$ cat src/assert_macros.svh
`ifndef ASSERT_MACROS_SVH
`define ASSERT_MACROS_SVH
// concurrent assertion helpers, clocked on clk and quiet during reset
`ifndef NO_ASSERTIONS
`define SMDR_ASSERT_IMP(lbl, ante, cons) \
  lbl: assert property (@(posedge clk) disable iff (!rst_n) (ante) |-> (cons)) \
    else $error("smdr check failed");
`define SMDR_ASSERT_NXT(lbl, ante, cons) \
  lbl: assert property (@(posedge clk) disable iff (!rst_n) (ante) |=> (cons)) \
    else $error("smdr check failed");
`else
`define SMDR_ASSERT_IMP(lbl, ante, cons)
`define SMDR_ASSERT_NXT(lbl, ante, cons)
`endif
`endif

$ cat src/smdr_pkg.sv
`timescale 1ns / 1ps
package smdr_pkg;

  localparam logic [2:0] CMD_SCALE_TRUNC = 3'd0;
  localparam logic [2:0] CMD_SCALE_FLOOR = 3'd1;
  localparam logic [2:0] CMD_SCALE_CEIL  = 3'd2;
  localparam logic [2:0] CMD_DIV_FLOOR   = 3'd3;
  localparam logic [2:0] CMD_DIV_CEIL    = 3'd4;
  localparam logic [2:0] CMD_MUL_FLOOR   = 3'd5;
  localparam logic [2:0] CMD_MUL_CEIL    = 3'd6;
  localparam logic [2:0] CMD_NONE        = 3'd7;

  typedef struct packed {
    logic [2:0]         command;
    logic signed [31:0] operand_a;
    logic signed [31:0] operand_b;
    logic signed [31:0] operand_c;
  } in_t;

  typedef struct packed {
    logic signed [31:0] result;
    logic               divide_by_zero;
    logic               overflow;
  } out_t;

  // side info that rides along with the division
  typedef struct packed {
    logic [2:0]         command;
    logic               dz;
    logic               q_neg;
    logic signed [31:0] step_b;
  } ctl_t;

endpackage

$ cat src/smdr_div_stage.sv
`timescale 1ns / 1ps
module smdr_div_stage
  import smdr_pkg::*;
#(
  parameter int DATA_WIDTH = 32
) (
  input  logic                    clk,
  input  logic                    rst_n,
  input  logic                    en,
  input  logic                    valid_i,
  input  ctl_t                    ctl_i,
  input  logic [2*DATA_WIDTH-1:0] num_i,
  input  logic [DATA_WIDTH-1:0]   rem_i,
  input  logic [DATA_WIDTH-1:0]   den_i,
  output logic                    valid_o,
  output ctl_t                    ctl_o,
  output logic [2*DATA_WIDTH-1:0] num_o,
  output logic [DATA_WIDTH-1:0]   rem_o,
  output logic [DATA_WIDTH-1:0]   den_o
);
  localparam int W = DATA_WIDTH;
  localparam int P = 2 * DATA_WIDTH;

  logic         valid_r;
  ctl_t         ctl_r;
  logic [P-1:0] num_r, num_nxt;
  logic [W-1:0] rem_r, rem_nxt, den_r;
  logic [W:0]   rem2, diff;
  logic         ge;

  // one restoring step: numerator bits shift out, quotient bits shift in
  always_comb begin
    rem2    = {rem_i, num_i[P-1]};
    diff    = rem2 - {1'b0, den_i};
    ge      = rem2 >= {1'b0, den_i};
    rem_nxt = ge ? diff[W-1:0] : rem2[W-1:0];
    num_nxt = {num_i[P-2:0], ge};
  end

  always_ff @(posedge clk) begin
    if (!rst_n) begin
      valid_r <= 1'b0;
    end else if (en) begin
      valid_r <= valid_i;
    end
  end

  always_ff @(posedge clk) begin
    if (en) begin
      ctl_r <= ctl_i;
      num_r <= num_nxt;
      rem_r <= rem_nxt;
      den_r <= den_i;
    end
  end

  assign valid_o = valid_r;
  assign ctl_o   = ctl_r;
  assign num_o   = num_r;
  assign rem_o   = rem_r;
  assign den_o   = den_r;

endmodule

$ cat config.mk
export PLATFORM = sky130hd
export DESIGN_NAME = smdr_div_stage
export DESIGN_NICKNAME = d
export VERILOG_FILES = /design/src/assert_macros.svh /design/src/smdr_pkg.sv /design/src/smdr_div_stage.sv
export SDC_FILE = /design/constraint.sdc
export NUM_CORES = 1
export LEC_CHECK = 0
export CAP_MARGIN = 20
export CORE_AREA = 2 2 130 132
export DETAILED_ROUTE_END_ITERATION = 8
export DIE_AREA = 0 0 132 134
export DONT_BUFFER_PORTS = 1
export PLACE_DENSITY = 0.63
export RECOVER_POWER = 100
export SYNTH_ARGS = -nofsm -noshare
export SYNTH_HDL_FRONTEND = slang
export SYNTH_SLANG_ARGS = --single-unit
$ cat constraint.sdc
create_clock -name clk -period 3.8 [get_ports clk]
set_clock_uncertainty 0.15 [all_clocks]
set_input_delay 0.76 -clock clk [delete_from_list [all_inputs] [get_ports clk]]
set_output_delay 0.76 -clock clk [all_outputs]
set_load 0.02 [all_outputs]
==> impl_metrics.tcl <==
set metrics [dict create \
    synth_ff_type "edfxtp_1" \
    drc 0 \
    ys_types 48 \
    cpPeakStageDelay_ns 0.52 \
    clock-root-buffer "clkbuf_16" \
    cts.repair.resized 0 \
    p_int_w 0.00330 \
    power.share.sequential 0.548 \
    post-place-ws_ns -0.0681 \
    status "finished, final reports clean" \
    antenna_found_initial 0 \
    setup_viol 0 \
    die-area_mm2 0.0177 \
    hp-start "den_i[14]" \
    netlist_instances 511 \
    die_w_um 132 \
    port_buffers 0 \
    tns_ns 0 \
    grt_util_all_layers 0.193 \
    cts_hold_buf 0 \
    start_util 0.442 \
    post_cts_buffers 0 \
    rsz0062_at_grt "no" \
    synth_seq_area_share 0.691 \
    synth_area_leader_cell "edfxtp_1" \
    reg2reg_to "valid_o$_SDFFE_PN0P_" \
    period_minus_slack_ns 3.50 \
    pwr-share-clk 0.358 \
    critPathMaxFanout 25 \
    r2r-start "valid_o$_SDFFE_PN0P_" \
    vias 4215 \
    design_area_mm2 0.00812 \
    hold_viol_final 0 \
    drt-total-wl_um 17500 \
    finalMaxSlewViolations 0 \
    synth_area_per_cell_um2 14.1 \
    clk_latency_ns 0.42 \
    yosysWarnings 0 \
    critPathRequiredTime_ns 3.81 \
    grt_pass1_vias 4138 \
    crit_path_end_kind "register" \
    worst-endpoint-arrival_ns 3.51 \
    synth_nets 713 \
    min-delay-path-class "input pin to register" \
    min_period_over_period 0.922 \
    gp_congestion 0.836 \
    cts_buffers 17 \
    synth_edf_count 165 \
    tightest_slew_ns 0.442 \
    worst_slew_margin_rel 0.706 \
    critPathKind "input pin to register" \
    cts_tree "built" \
    grt_overflow 0 \
    via_per_inst 5.49 \
    netSwitchingPower_w 0.00132 \
    setup_slack_ns 0.298 \
    power_density_mw_per_mm2 570 \
    final_antenna_net_count 0 \
    dp.cells 736 \
    reg2reg_slack_ns 2.92 \
    initialDrtViolationCount 218 \
    area_growth_pct 12.8 \
    final_util 0.498 \
    grt_pass1_wl_um 25400 \
    cp_top_family "compound AO/OA/AOI/OAI gates" \
    combPwrFrac 0.094 \
    num_antenna_cells 0 \
    path_common_cell "a21oi_1" \
    num-fill-cells 1388 \
    io_pins 335 \
    htree_levels 4 \
    maxCapViolations 0 \
    syn_area_mm2 0.00720 \
    startpoint_type "input pin" \
    crit_buf_inv 3 \
    synth_area_leaders "edfxtp_1 (69%), ha_1 (5.6%), a21oi_1 (3.8%)" \
    switching_share 0.286 \
    dp_hpwl_um 13300 \
    ys_ff_latch 166 \
    clkTransAtPathRegs_ns 0.07 \
    avgRoutedWirePerCell_um 22.8 \
    grt_max_degree 167 \
    final_net_count 737 \
    coreArea_mm2 0.0163 \
    cts_sinks 166 \
    worstRegToRegCells 2 \
    p_leak_nw 3.04 \
    path_cells "inv_1, ha_1, nand4_1, or4_1, a21oi_1, nor3_1, a211oi_1, o21ai_0, o31ai_4, buf_12, clkbuf_2, a21oi_1" \
    max_freq_mhz 286 \
    async_flop_share 0 \
    drive_gt1_frac 0.109 \
    place_area_mm2 0.00756 \
    hold_depth 0 \
    die_y_um 134 \
    first_pass_iters 5 \
    cp_slowest_cell "or4_1" \
    synth_top_cell_area_share 0.688 \
    irDropWorstVdd_uv 291 \
    min_to "den_o[14]$_DFFE_PP_" \
    stdcell_count 768 \
    cts_max_path_buffers 2 \
    rows 47 \
]
-- power by group through the flow --
stage	logic (W)	clock network, W	registers, W
3_5_place_dp	0.000438	0	0.00258
2_1_floorplan	0.000330	0	0.00253
4_1_cts	0.000442	0.00170	0.00254
6_report	0.000435	0.00166	0.00254
3_3_place_gp	0.000437	0	0.00258
5_1_grt	0.000487	0.00179	0.00255
-- area by class of cell --
type / instances / area [µm²] / area share
Clock buffer: 18 / 429 / 0.0529
Clock inverter: 14 / 144 / 0.0177
Inverter: 38 / 143 / 0.0176
Multi-Input combinational cell: 290 / 1990 / 0.245
Sequential cell: 166 / 4970 / 0.613
Tap cell: 220 / 275 / 0.0339
Timing Repair Buffer: 22 / 165 / 0.0203
-- layout by cell type, fill, tap and decap left out, types with 2 or more instances in the layout --
| cell | n |
|---|---|
| a31oi_1 | 5 |
| a211oi_1 | 4 |
| nand2_1 | 27 |
| inv_8 | 5 |
| clkbuf_2 | 2 |
| mux2_2 | 6 |
| o41ai_1 | 2 |
| mux2_1 | 4 |
| nor4_1 | 4 |
| a2bb2oi_1 | 2 |
| o21bai_1 | 3 |
| nor3_1 | 2 |
| nand3_1 | 8 |
| clkbuf_1 | 3 |
| o21a_1 | 6 |
| nand2b_1 | 4 |
| clkbuf_16 | 17 |
| and4_1 | 2 |
| o21ai_0 | 17 |
| o22ai_1 | 2 |
| inv_1 | 38 |
| a211o_1 | 2 |
| nor2b_1 | 3 |
| ha_1 | 32 |
| edfxtp_1 | 165 |
| clkinv_8 | 2 |
| a21o_1 | 12 |
| mux2i_1 | 3 |
| clkinvlp_4 | 5 |
| nor2_1 | 36 |
| o211ai_1 | 4 |
| buf_4 | 17 |
| xnor2_1 | 16 |
| xor2_1 | 11 |
| a21oi_1 | 54 |
| nand4_1 | 7 |
-- sequential cells by signal (all words and copies together) (netlist names) --
| signal | flops |
|---|---|
| ctl_o | 37 |
| den_o | 32 |
| num_o | 64 |
| rem_o | 32 |
| valid_o | 1 |
-- synthesized netlist by cell type, types with 4 or more instances --
master and number:
mux2_1 4, nand2b_1 4, o21ai_0 16, a31oi_1 5, a21o_1 12, xnor2_1 16
mux2_2 6, o211ai_1 4, nand2_1 27, nor4_1 4, nand3_1 8, inv_1 38
buf_2 8, edfxtp_1 165, a21oi_1 54, xor2_1 11, nor2_1 36, clkbuf_1 5
nand4_1 7, ha_1 32, o21a_1 6
-- routing by layer --
layer	track usage	up-vias	wire [µm]	share of wire
met5	0	-	0	0
met4	0.0489	0	142	0.0081
met3	0.0828	12	1420	0.081
met2	0.344	200	9300	0.53
met1	0.213	2042	6680	0.38
li1	-	1961	-	-
-- kinds of logic after synthesis --
| kind of cell | after synthesis | share of synthesized area |
|---|---|---|
| buffers and inverters | 55 | 0.0318 |
| and+or+nand+nor | 99 | 0.0638 |
| DFF | 166 | 0.691 |
| AOI/OAI and AO/OA | 118 | 0.102 |
| adders and majority gates | 33 | 0.0584 |
| muxes | 13 | 0.0198 |
| xor gates and xnor gates | 27 | 0.0329 |
-- worst max-delay path by stage --
| stage | slack [ns] | cells past startpoint | start | end |
|---|---|---|---|---|
| finish | 0.30 | 12 | den_i[18] | rem_o[21]$_DFFE_PP_ |
| global route | 0.08 | 13 | den_i[14] | rem_o[22]$_DFFE_PP_ |
| CTS | 0.39 | 12 | num_i[63] | rem_o[30]$_DFFE_PP_ |
| detailed placement | -0.07 | 12 | num_i[63] | rem_o[30]$_DFFE_PP_ |
| global placement | 0.05 | 12 | num_i[63] | rem_o[30]$_DFFE_PP_ |
| floorplan | 0.12 | 12 | den_i[7] | rem_o[13]$_DFFE_PP_ |
-- through the flow --
stage	hold WS [ns]	total power [W]
2_1_floorplan	0.439	0.00286
3_3_place_gp	0.471	0.00302
3_5_place_dp	0.471	0.00302
4_1_cts	0.252	0.00469
5_1_grt	0.248	0.00482
6_report	0.269	0.00463
Note: power is estimated with default switching activity, not from simulation.
