$ cat src/assert_macros.svh
`ifndef ASSERT_MACROS_SVH
`define ASSERT_MACROS_SVH
// concurrent assertion helpers, clocked on clk and quiet during reset
`ifndef NO_ASSERTIONS
`define SMDR_ASSERT_IMP(lbl, ante, cons) \
  lbl: assert property (@(posedge clk) disable iff (!rst_n) (ante) |-> (cons)) \
    else $error("smdr check failed");
`define SMDR_ASSERT_NXT(lbl, ante, cons) \
  lbl: assert property (@(posedge clk) disable iff (!rst_n) (ante) |=> (cons)) \
    else $error("smdr check failed");
`else
`define SMDR_ASSERT_IMP(lbl, ante, cons)
`define SMDR_ASSERT_NXT(lbl, ante, cons)
`endif
`endif

$ cat src/smdr_pkg.sv
`timescale 1ns / 1ps
package smdr_pkg;

  localparam logic [2:0] CMD_SCALE_TRUNC = 3'd0;
  localparam logic [2:0] CMD_SCALE_FLOOR = 3'd1;
  localparam logic [2:0] CMD_SCALE_CEIL  = 3'd2;
  localparam logic [2:0] CMD_DIV_FLOOR   = 3'd3;
  localparam logic [2:0] CMD_DIV_CEIL    = 3'd4;
  localparam logic [2:0] CMD_MUL_FLOOR   = 3'd5;
  localparam logic [2:0] CMD_MUL_CEIL    = 3'd6;
  localparam logic [2:0] CMD_NONE        = 3'd7;

  typedef struct packed {
    logic [2:0]         command;
    logic signed [31:0] operand_a;
    logic signed [31:0] operand_b;
    logic signed [31:0] operand_c;
  } in_t;

  typedef struct packed {
    logic signed [31:0] result;
    logic               divide_by_zero;
    logic               overflow;
  } out_t;

  // side info that rides along with the division
  typedef struct packed {
    logic [2:0]         command;
    logic               dz;
    logic               q_neg;
    logic signed [31:0] step_b;
  } ctl_t;

endpackage

$ cat src/smdr_post.sv
`timescale 1ns / 1ps
module smdr_post
  import smdr_pkg::*;
#(
  parameter int DATA_WIDTH = 32
) (
  input  logic                    clk,
  input  logic                    rst_n,
  input  logic                    en,
  input  logic                    valid_i,
  input  ctl_t                    ctl_i,
  input  logic [2*DATA_WIDTH-1:0] quo_i,
  input  logic [DATA_WIDTH-1:0]   rem_i,
  output logic                    valid_o,
  output out_t                    data_o
);
  localparam int W  = DATA_WIDTH;
  localparam int P  = 2 * DATA_WIDTH;
  localparam int VW = P + 2;

  logic                 v1_r, v2_r, v3_r;
  ctl_t                 ctl1_r, ctl2_r;
  logic signed [VW-1:0] q1_r, q1_nxt;
  logic signed [VW-1:0] val2_r, val2_nxt;
  out_t                 out3_r, out3_nxt;

  logic                 is_floor, is_ceil, is_mult, rnz;
  logic [VW-1:0]        qmag;
  logic signed [W+1:0]  q_small;
  logic signed [W-1:0]  b_w;
  logic signed [W-1:0]  low_w;
  logic [VW-W:0]        top_bits;

  // stage 1: signed quotient with floor or ceiling correction
  always_comb begin
    is_floor = (ctl_i.command == CMD_SCALE_FLOOR) || (ctl_i.command == CMD_DIV_FLOOR) ||
               (ctl_i.command == CMD_MUL_FLOOR);
    is_ceil  = (ctl_i.command == CMD_SCALE_CEIL) || (ctl_i.command == CMD_DIV_CEIL) ||
               (ctl_i.command == CMD_MUL_CEIL);
    rnz      = (rem_i != '0);
    qmag     = VW'(quo_i);
    if (ctl_i.q_neg) begin
      q1_nxt = (is_floor && rnz) ? ~qmag : -qmag;
    end else begin
      q1_nxt = (is_ceil && rnz) ? qmag + VW'(1) : qmag;
    end
  end

  // stage 2: multiply back for the multiple commands
  always_comb begin
    is_mult  = (ctl1_r.command == CMD_MUL_FLOOR) || (ctl1_r.command == CMD_MUL_CEIL);
    q_small  = q1_r[W+1:0];
    b_w      = ctl1_r.step_b[W-1:0];
    val2_nxt = is_mult ? VW'(q_small) * VW'(b_w) : q1_r;
  end

  // stage 3: range check and wrap, or a zero result for a zero divisor or no command
  always_comb begin
    low_w    = val2_r[W-1:0];
    top_bits = val2_r[VW-1:W-1];
    if (ctl2_r.dz || ctl2_r.command == CMD_NONE) begin
      out3_nxt.result         = '0;
      out3_nxt.divide_by_zero = ctl2_r.dz && (ctl2_r.command != CMD_NONE);
      out3_nxt.overflow       = 1'b0;
    end else begin
      out3_nxt.result         = 32'(low_w);
      out3_nxt.divide_by_zero = 1'b0;
      out3_nxt.overflow       = !((&top_bits) || !(|top_bits));
    end
  end

  always_ff @(posedge clk) begin
    if (!rst_n) begin
      v1_r <= 1'b0;
      v2_r <= 1'b0;
      v3_r <= 1'b0;
    end else if (en) begin
      v1_r <= valid_i;
      v2_r <= v1_r;
      v3_r <= v2_r;
    end
  end

  always_ff @(posedge clk) begin
    if (en) begin
      ctl1_r <= ctl_i;
      q1_r   <= q1_nxt;
      ctl2_r <= ctl1_r;
      val2_r <= val2_nxt;
      out3_r <= out3_nxt;
    end
  end

  assign valid_o = v3_r;
  assign data_o  = out3_r;

endmodule

$ cat config.mk
export PLATFORM = sky130hd
export DESIGN_NAME = smdr_post
export DESIGN_NICKNAME = d
export VERILOG_FILES = /design/src/assert_macros.svh /design/src/smdr_pkg.sv /design/src/smdr_post.sv
export SDC_FILE = /design/constraint.sdc
export NUM_CORES = 2
export LEC_CHECK = 0
export BUFFER_PORTS_ARGS = -buffer_cell sky130_fd_sc_hd__buf_2
export CAP_MARGIN = 0
export CORE_MARGIN = 2
export CORE_UTILIZATION = 30
export CTS_BUF_LIST = sky130_fd_sc_hd__clkbuf_8
export CTS_CLUSTER_DIAMETER = 100
export CTS_CLUSTER_SIZE = 28
export DETAILED_ROUTE_END_ITERATION = 7
export PLACE_DENSITY = 0.53
export SLEW_MARGIN = 20
export SYNTH_ARGS = -nofsm -noshare
export SYNTH_HDL_FRONTEND = slang
export SYNTH_SLANG_ARGS = --single-unit
$ cat constraint.sdc
create_clock -name clk -period 22.6 [get_ports clk]
set_input_delay 4.52 -clock clk [delete_from_list [all_inputs] [get_ports clk]]
set_output_delay 4.52 -clock clk [all_outputs]
set_load 0.01 [all_outputs]
==> summary.md <==
| Metric | Value |
|---|---|
| First-pass GRT wire length | 208000 µm |
| Most frequent cells in the layout | 1142 x fa_1, 1010 x inv_1, 663 x nand2_1 |
| # clock sinks | 209 |
| Full die area | 162000 µm² |
| Synth Area in Compound Gates | under 10% |
| Layout cell share with drive strength beyond 1 | 6.26% |
| FMAX | 0.111 GHz |
| Syn avg cell area | 9.77 µm² |
| Worst Min Path Start | ctl1_r[33]$_DFFE_PP_ |
| Post-CTS sizing | 0 |
| Cell accounting for the most synthesized area | fa_1 |
| Unrepaired setup endpoints after global routing | no |
| Clock skew | 0.0756 ns |
| CP Capture Type | flip-flop |
| Drt via density | between 4 and 5 |
| H-tree depth | 1 |
| Largest family of logic cells by synthesized area | adder cells |
| Worst-Margin Slew | 1.03 ns |
| Worst r2r src | b_w[5]$_DFFE_PP_ |
| Max-cap viol count | 0 |
| Final WL | 130000 µm |
| Fin crit share | 40.0% |
| GPL Wtd Cong | 0.848 |
| Slew Viols, Final | 0 |
| Total global routing overflow | 0 |
| Routed wire length per instance | 18.7 µm |
| Post-synth cell types | 78 |
| Adder-cell share of the synthesized area | 52.9% |
| Layout Utilization | around 32% |
| Initial antenna violation count | 24 |
| Syn Inst Count | 4884 |
| Die Y | 403 µm |
| CTS Root Buffer Type | clkbuf_8 |
| Top cells by area, synth | fa_1 48%, edfxtp_1 13%, inv_1 7.9% |
| Worst EP arrival | ~9.5 ns |
| Clock transition at path regs | 0.16 ns |
| Insertion delay to the later sink of the worst-skew pair | 0.69 ns |
| DR pass1 iterations | 5 |
| Total CTS buffers | 17 |
| XOR/XNOR Fraction of Synth Area | 2.52% |
| CP Class | flip-flop to flip-flop |
| Vias | 33209 |
| Simple-Gate Fraction of Synth Area | 16.8% |
| Synth async-reset ratio | 0% |
| Max FO, Critical Path | 19 |
| Multi-input logic area | approximately 37000 µm² |
| Die W | approximately 400 µm |
| Final setup viols | 0 |
| Worst slew margin | between 30% and 40% |
| Antenna-violating nets left | 0 |
| Yosys reg bits | 209 |
| CTS Hold Bufs | 0 |
| Syn. warnings | 0 |
| Mux contribution to synthesized area | 0.155% |
| Layout filler cell count | 16439 |
| Crit path launch | b_w[5]$_DFFE_PP_ |
| Initial Util | roughly 30% |
| Max clock buf depth | 3 |
| GRT Total Usage | 16.4% |
| Nets | ~6400 |
| Area growth from synthesis to layout | 7.54% |
| CP Launch Type | flip-flop |
| Main flop type after synthesis | edfxtp_1 |
| Vias in the first global route | about 36000 |
| Mapped cell area | 47700 µm² |
| Syn_nets | between 6000 and 7000 |
| Post-CTS Setup Bufs | 0 |
| Most common cell after layout, fill and taps aside | fa_1 |
| Storage cell area | 6250 µm² |
| Largest net degree at the start of global routing | 81 |
| CTS tree | done |
| Worst endpoint required time | 23.04 ns |
| Final number of hold-violating endpoints | 0 |
| Post-synthesis sequential area ratio | 13.1% |
| Period minus WS final | 9.03 ns |
| Area of the core | 158000 µm² |
| Status | finished clean |
| Rows | around 150 |
| PortBufs | 171 |
| Setup TNS | 0 ns |
| DP HPWL | a little over 100000 µm |
| Top-level I/O count | 172 |
| DRC viols | 0 |
| Min-delay worst type | flip-flop to flip-flop |
| EDFF count, synth | just over 200 |
| 1st-iter DRT viols | 2085 |
| Share of the synthesized area in the top cell type | 47.9% |
==> final cells by class <==
cell class	instances	share of cell area (%)
repair buffers	245	2.83
well taps	2072	5.05
inverters	1011	7.40
clock buffers	17	0.456
multi-input cells	3413	71.6
clock inverters	10	0.473
flip-flops and latches	209	12.2
diodes	6	0.0293
==> cells by family (layout without fill, tap and decap cells) <==
group,Yosys count,after routing
buffers and inverters,1262,1283
other,0,6
adder cells (fa/ha/maj),1332,1332
XOR/XNOR,137,137
AO/OA/AOI/OAI,355,355
multiplexers,7,7
flip-flops,209,209
AND/OR/NAND/NOR,1582,1582
==> worst max-delay path, cell delays in order (launching register included) <==
cell       delay [ns]
edfxtp_1         0.80
buf_8            0.25
nand2_1          0.14
inv_1            0.13
fa_1             0.40
inv_1            0.27
fa_1             0.48
inv_1            0.23
fa_1             0.50
fa_1             0.85
inv_1            0.40
fa_1             0.59
inv_1            0.06
fa_1             0.56
fa_1             0.44
fa_1             0.47
ha_1             0.39
a21o_1           0.19
a21o_1           0.18
a21o_1           0.17
a221oi_1         0.27
nand2_1          0.20
a21boi_0         0.39
a2111oi_0        0.18
a211o_1          0.28
==> per-layer routing <==
metal	GRT usage (%)	part of all wire [%]
met5	0	0.042
met4	4.00	2.8
met3	1.57	3.8
met2	29.7	52
met1	21.1	41
==> synthesized netlist by cell type (all sizes together) (39+ instances only) <==
| cell type | count |
|---|---|
| a21oi | 100 |
| nand2 | 664 |
| xnor2 | 78 |
| clkbuf | 246 |
| and2 | 582 |
| fa | 1142 |
| a21o | 39 |
| nor2 | 115 |
| inv | 1010 |
| o21ai | 109 |
| edfxtp | 206 |
| xor2 | 59 |
| ha | 190 |
==> stage by stage <==
stage / setup WS, ns / hold WS (ns) / area [µm²] / cells
4_1_cts: 13.20 / 0.460 / 51200 / 6973
3_3_place_gp: 13.38 / 0.411 / 50700 / 6946
5_1_grt: 12.97 / 0.478 / 51300 / 6980
6_report: 13.57 / 0.454 / 51300 / 6983
2_1_floorplan: 14.65 / 0.400 / 47700 / 4884
3_5_place_dp: 13.25 / 0.422 / 50700 / 6946
==> path summary, 6_finish.rpt <==
path | to | slack (ns) | cells after the start
max | val2_r[58]$_DFFE_PP_ | 13.57 | 24
min | ctl2_r[33]$_DFFE_PP_ | 0.45 | 0
max reg2reg | val2_r[58]$_DFFE_PP_ | 13.57 | 24
min reg2reg | ctl2_r[33]$_DFFE_PP_ | 0.45 | 0
==> sequential cells by signal, indices dropped and copies added, names as in the netlist <==
register / count
ctl1_r: 4
v2_r: 1
val2_r: 66
ctl2_r: 4
valid_o: 1
v1_r: 1
data_o: 34
b_w: 32
q1_r: 66
Power is left out: the tool's default activity adds up to more than one toggle a clock period on the data nets, which glitch-free logic cannot reach.
