**config.mk**
```make
export PLATFORM = sky130hd
export DESIGN_NAME = smdr_front
export DESIGN_NICKNAME = d
export VERILOG_FILES = /design/src/assert_macros.svh /design/src/smdr_pkg.sv /design/src/smdr_front.sv
export SDC_FILE = /design/constraint.sdc
export NUM_CORES = 2
export LEC_CHECK = 0
export BUFFER_PORTS_ARGS = -buffer_cell sky130_fd_sc_hd__buf_2
export CAP_MARGIN = 20
export CORE_MARGIN = 5
export CORE_UTILIZATION = 55
export DETAILED_ROUTE_END_ITERATION = 10
export PLACE_DENSITY = 0.74
export SLEW_MARGIN = 15
export SYNTH_ARGS = -nofsm -noshare
export SYNTH_HDL_FRONTEND = slang
export SYNTH_SLANG_ARGS = --single-unit
```
**constraint.sdc**
```tcl
create_clock -name clk -period 7.2 [get_ports clk]
set_input_delay 0.36 -clock clk [delete_from_list [all_inputs] [get_ports clk]]
set_output_delay 0.36 -clock clk [all_outputs]
set_load 0.02 [all_outputs]
```
**src/assert_macros.svh**
```systemverilog
`ifndef ASSERT_MACROS_SVH
`define ASSERT_MACROS_SVH
// concurrent assertion helpers, clocked on clk and quiet during reset
`ifndef NO_ASSERTIONS
`define SMDR_ASSERT_IMP(lbl, ante, cons) \
  lbl: assert property (@(posedge clk) disable iff (!rst_n) (ante) |-> (cons)) \
    else $error("smdr check failed");
`define SMDR_ASSERT_NXT(lbl, ante, cons) \
  lbl: assert property (@(posedge clk) disable iff (!rst_n) (ante) |=> (cons)) \
    else $error("smdr check failed");
`else
`define SMDR_ASSERT_IMP(lbl, ante, cons)
`define SMDR_ASSERT_NXT(lbl, ante, cons)
`endif
`endif

```
**src/smdr_pkg.sv**
```systemverilog
`timescale 1ns / 1ps
package smdr_pkg;

  localparam logic [2:0] CMD_SCALE_TRUNC = 3'd0;
  localparam logic [2:0] CMD_SCALE_FLOOR = 3'd1;
  localparam logic [2:0] CMD_SCALE_CEIL  = 3'd2;
  localparam logic [2:0] CMD_DIV_FLOOR   = 3'd3;
  localparam logic [2:0] CMD_DIV_CEIL    = 3'd4;
  localparam logic [2:0] CMD_MUL_FLOOR   = 3'd5;
  localparam logic [2:0] CMD_MUL_CEIL    = 3'd6;
  localparam logic [2:0] CMD_NONE        = 3'd7;

  typedef struct packed {
    logic [2:0]         command;
    logic signed [31:0] operand_a;
    logic signed [31:0] operand_b;
    logic signed [31:0] operand_c;
  } in_t;

  typedef struct packed {
    logic signed [31:0] result;
    logic               divide_by_zero;
    logic               overflow;
  } out_t;

  // side info that rides along with the division
  typedef struct packed {
    logic [2:0]         command;
    logic               dz;
    logic               q_neg;
    logic signed [31:0] step_b;
  } ctl_t;

endpackage

```
**src/smdr_front.sv**
```systemverilog
`timescale 1ns / 1ps
module smdr_front
  import smdr_pkg::*;
#(
  parameter int DATA_WIDTH = 32
) (
  input  logic                      clk,
  input  logic                      rst_n,
  input  logic                      en,
  input  logic                      valid_i,
  input  in_t                       data_i,
  output logic                      valid_o,
  output ctl_t                      ctl_o,
  output logic [2*DATA_WIDTH-1:0]   num_o,
  output logic [DATA_WIDTH-1:0]     den_o
);
  localparam int W = DATA_WIDTH;
  localparam int P = 2 * DATA_WIDTH;

  // stage 0: operand capture
  logic                v0_r;
  logic [2:0]          cmd0_r;
  logic signed [W-1:0] a0_r, b0_r, c0_r;
  // stage 1: product
  logic                v1_r;
  logic [2:0]          cmd1_r;
  logic signed [W-1:0] a1_r, b1_r, c1_r;
  logic signed [P-1:0] prod1_r, prod1_nxt;
  // stage 2: magnitudes
  logic                v2_r;
  ctl_t                ctl2_r, ctl2_nxt;
  logic [P-1:0]        num2_r, num2_nxt;
  logic [W-1:0]        den2_r, den2_nxt;

  logic                is_scale;
  logic signed [P-1:0] n_s;
  logic signed [W-1:0] d_s;
  logic                n_neg, d_neg;

  assign prod1_nxt = P'(a0_r) * P'(b0_r);

  always_comb begin
    is_scale = (cmd1_r == CMD_SCALE_TRUNC) || (cmd1_r == CMD_SCALE_FLOOR) ||
               (cmd1_r == CMD_SCALE_CEIL);
    n_s      = is_scale ? prod1_r : P'(a1_r);
    d_s      = is_scale ? c1_r : b1_r;
    n_neg    = n_s[P-1];
    d_neg    = d_s[W-1];
    num2_nxt = n_neg ? P'(-n_s) : P'(n_s);
    den2_nxt = d_neg ? W'(-d_s) : W'(d_s);
    ctl2_nxt.command = cmd1_r;
    ctl2_nxt.dz      = (d_s == '0);
    ctl2_nxt.q_neg   = n_neg ^ d_neg;
    ctl2_nxt.step_b  = 32'(b1_r);
  end

  always_ff @(posedge clk) begin
    if (!rst_n) begin
      v0_r <= 1'b0;
      v1_r <= 1'b0;
      v2_r <= 1'b0;
    end else if (en) begin
      v0_r <= valid_i;
      v1_r <= v0_r;
      v2_r <= v1_r;
    end
  end

  always_ff @(posedge clk) begin
    if (en) begin
      cmd0_r  <= data_i.command;
      a0_r    <= data_i.operand_a[W-1:0];
      b0_r    <= data_i.operand_b[W-1:0];
      c0_r    <= data_i.operand_c[W-1:0];
      cmd1_r  <= cmd0_r;
      a1_r    <= a0_r;
      b1_r    <= b0_r;
      c1_r    <= c0_r;
      prod1_r <= prod1_nxt;
      ctl2_r  <= ctl2_nxt;
      num2_r  <= num2_nxt;
      den2_r  <= den2_nxt;
    end
  end

  assign valid_o = v2_r;
  assign ctl_o   = ctl2_r;
  assign num_o   = num2_r;
  assign den_o   = den2_r;

endmodule

```
==> summary.md <==
| Metric | Value |
|---|---|
| Met2 usage | `50.2%` |
| Mapped Cells | `4878` |
| Async set-reset flop share out of synthesis | `0%` |
| Dpl hpwl | `112000 um` |
| Share of cells above drive strength 1 | `20.9%` |
| R2r startpoint | `b0_r[8]` |
| Post-route ant nets | `0` |
| Post-synth top cells | `fa_1, inv_1, nand2_1` |
| Routed wire per std cell | `21.7 um` |
| Mapped Area | `0.0518 sq mm` |
| Critical Path Source | `b0_r[8]` |
| Post-synth EDFFs | `395` |
| Largest net degree at the start of global routing | `193` |
| M3 GR Usage | `3.46%` |
| FF+latch area | `0.0119 sq mm` |
| Setup violators final | `33` |
| Vias/cell | `5.58` |
| Ratio of final minimum period to clock period | `107%` |
| FILL cells | `6570` |
| Status | `finished with violations` |
| Reg2Reg Capture Point | `prod1_r[59]` |
| Place WS | `-0.509 ns` |
| Height of the die | `317 um` |
| Seq/Total Area, Yosys | `23.0%` |
| Main area contributors after synthesis | `fa_1, edfxtp_1, inv_1` |
| Area occupied by multi-input gates | `0.0366 sq mm` |
| Post-layout min period | `7.68 ns` |
| Clock sink total | `398` |
| Number of CTS-inserted buffers | `41` |
| DRC | `0` |
| RSZ-0062 raised after global routing | `true` |
| Worst setup path end | `prod1_r[59]` |
| CTS tree | `yes` |
| CTS max path bufs | `3` |
| Initial antenna violation count | `9` |
| Htree depth | `2` |
| Worst-skew pair later-pin latency | `0.60 ns` |
| Initial Util | `55.5%` |
| R2R setup slack | `-0.48 ns` |
| Cell taking the most area after synthesis | `fa_1` |
| First-pass DRT Iterations | `5` |
| Clock transition at the registers of the reported paths | `0.07 ns` |
| Crit Path Max Fanout | `5` |
| First-pass GRT wire length | `223000 um` |
| GPL Wtd Cong | `0.906` |
| CTS root buf | `clkbuf_16` |
| GRT met1 Usage | `34.2%` |
| Vias in the first global route | `40900` |
| Die Wd | `317 um` |
| Routed wire length | `149000 um` |
| Yosys Warn Count | `0` |
| Failing checks | `setup timing` |
| Final slew viol count | `0` |
| Most Crowded Layer GR | `met2` |
| Hold Vio Cnt, Final | `0` |
| Top_reg_cell synth | `edfxtp_1` |
| Core area | `0.0935 sq mm` |
| Worst EP required | `7.52 ns` |
| DIE AREA | `0.100 sq mm` |
| Arrival @ worst endpoint | `8.00 ns` |
| Iteration-0 DRC Markers | `3546` |
| Worst hold path type | `input pin to register` |
| Worst clock skew | `0.0331 ns` |
| Row count | `112` |
| Avg Inst Size Synth | `10.6 sq um` |
| Max-slew headroom | `28.8%` |
| Synth top area share | `41.8%` |
| Crit path launch type | `register` |
| Nets@finish | `6937` |
| Worst-Margin Slew | `1.07 ns` |
| Port Buf Inserts | `236` |
| #FFs+latches synth | `398` |
| R2r worst-path depth | `27` |
| Crit end category | `register` |
| Library cells used by synthesis | `69` |
| Area after DPL | `0.0582 sq mm` |
| Max-cap viol count | `0` |
| Vias | `38300` |
| Overflow left after global routing | `0` |
| Achievable frequency | `0.130 GHz` |
| I/O pin total | `237` |
| Worst setup margin | `-0.482 ns` |
| GR Util All Layers | `28.7%` |
| CP Class | `register to register` |
| Post-route cell area | `0.0632 sq mm` |
| Most common cell in the netlist | `fa_1` |
| Syn_nets | `6249` |
| Area grow syn2layout | `21.9%` |
## layout make-up
class | count | area share [%]
well taps | 1254 | 2.48
diodes | 9 | 0.0357
clock inverters | 24 | 0.331
inverters | 1027 | 6.11
flip-flops and latches | 398 | 18.9
repair buffers | 891 | 12.5
multi-input cells | 3207 | 57.9
clock buffers | 51 | 1.68
## critical path: stages (launching register included)
cell and delay [ns]:
edfxtp_1 0.51, buf_6 0.18, clkbuf_16 0.15, and2_4 0.14, fa_1 0.51, fa_1 0.59, inv_2 0.05, fa_2 0.46
fa_1 0.51, inv_2 0.05, fa_1 0.55, fa_2 0.45, fa_1 0.57, inv_1 0.08, fa_1 0.52, inv_2 0.05
ha_4 0.25, buf_4 0.15, inv_1 0.04, o21bai_1 0.11, a21oi_2 0.32, o2111ai_4 0.17, o21ai_2 0.18, buf_6 0.13
a21oi_4 0.06, a221oi_4 0.33, o21ai_1 0.11, xor2_1 0.17
## sequential cells by signal (all words and copies together), names as in the netlist
name,cells
den_o,32
cmd0_r,3
prod1_r,64
a1_r,32
cmd1_r,3
valid_o,1
v0_r,1
a0_r,32
v1_r,1
num_o,64
c1_r,32
b0_r,32
b1_r,32
ctl_o,37
c0_r,32
## what timing repair did
action                                  in CTS  in global routing
hold buffers                                91                  0
endpoints found under the setup margin      29                 37
resized for setup                          192                202
buffers inserted                            36                 63
pin swaps                                  101                144
cloned                                       2                 13
endpoints found under the hold margin       91                  0
## worst min-delay path by stage
stage | startpoint | to | slack [ns] | cells past startpoint
3_5_place_dp | c0_r[19] | c1_r[19] | 0.40 | 0
4_1_cts | data_i[81] | a0_r[17] | 0.007 | 1
5_1_grt | data_i[38] | b0_r[6] | 0.01 | 1
2_1_floorplan | c0_r[0] | c1_r[0] | 0.40 | 0
6_report | data_i[38] | b0_r[6] | 0.03 | 1
3_3_place_gp | c0_r[23] | c1_r[23] | 0.40 | 0
## placed cells by master (no fill, tap or decap), types with 15 or more instances in the layout
| master | instances |
|---|---|
| fa_1 | 1013 |
| inv_1 | 990 |
| nand2_1 | 553 |
| and2_1 | 498 |
| buf_4 | 399 |
| edfxtp_1 | 395 |
| buf_2 | 236 |
| ha_1 | 148 |
| nor2_1 | 129 |
| dlygate4sd3_1 | 91 |
| buf_12 | 90 |
| xnor2_1 | 86 |
| nor3_1 | 72 |
| xor2_1 | 70 |
| fa_2 | 69 |
| mux2i_1 | 58 |
| a21oi_1 | 58 |
| buf_6 | 58 |
| clkbuf_16 | 52 |
| ha_4 | 38 |
| inv_2 | 36 |
| o21ai_0 | 30 |
| a21o_1 | 27 |
| a21oi_2 | 26 |
| nand2_2 | 19 |
| nand4_1 | 18 |
| o21ai_1 | 17 |
| nand2b_1 | 15 |
## logic make-up (layout without fill, tap and decap cells)
family / count (synthesis) / after routing / synth area share, %
compound gates: 307 / 307 / 4.00
fa+ha+maj: 1268 / 1268 / 46.3
simple gates: 1410 / 1410 / 13.5
other cells: 0 / 9 / 0
xor+xnor: 160 / 160 / 2.70
buf+inv: 1273 / 1993 / 9.29
mux: 62 / 62 / 1.26
flops: 398 / 398 / 23.0
## metal layers
metal  part of all wire (%)  up-vias
li1                       -    16200
met1                     34    19700
met2                     50     1858
met3                    7.3      614
met4                    8.3        4
met5                  0.020        -
## per-stage QoR
stage,setup TNS (ns),util (%),hold slack [ns],std cells
2_1_floorplan,-1.04,-,0.400,4878
3_3_place_gp,-4.14,62.3,0.401,6576
3_5_place_dp,-6.19,62.3,0.405,6576
4_1_cts,-2.81,65.9,0.00683,6779
5_1_grt,-12.61,67.6,0.0112,6855
6_report,-8.37,67.6,0.0332,6861
Power is not shown: default switching activity piles up to over one toggle a cycle in this logic, so the estimate is an artifact.
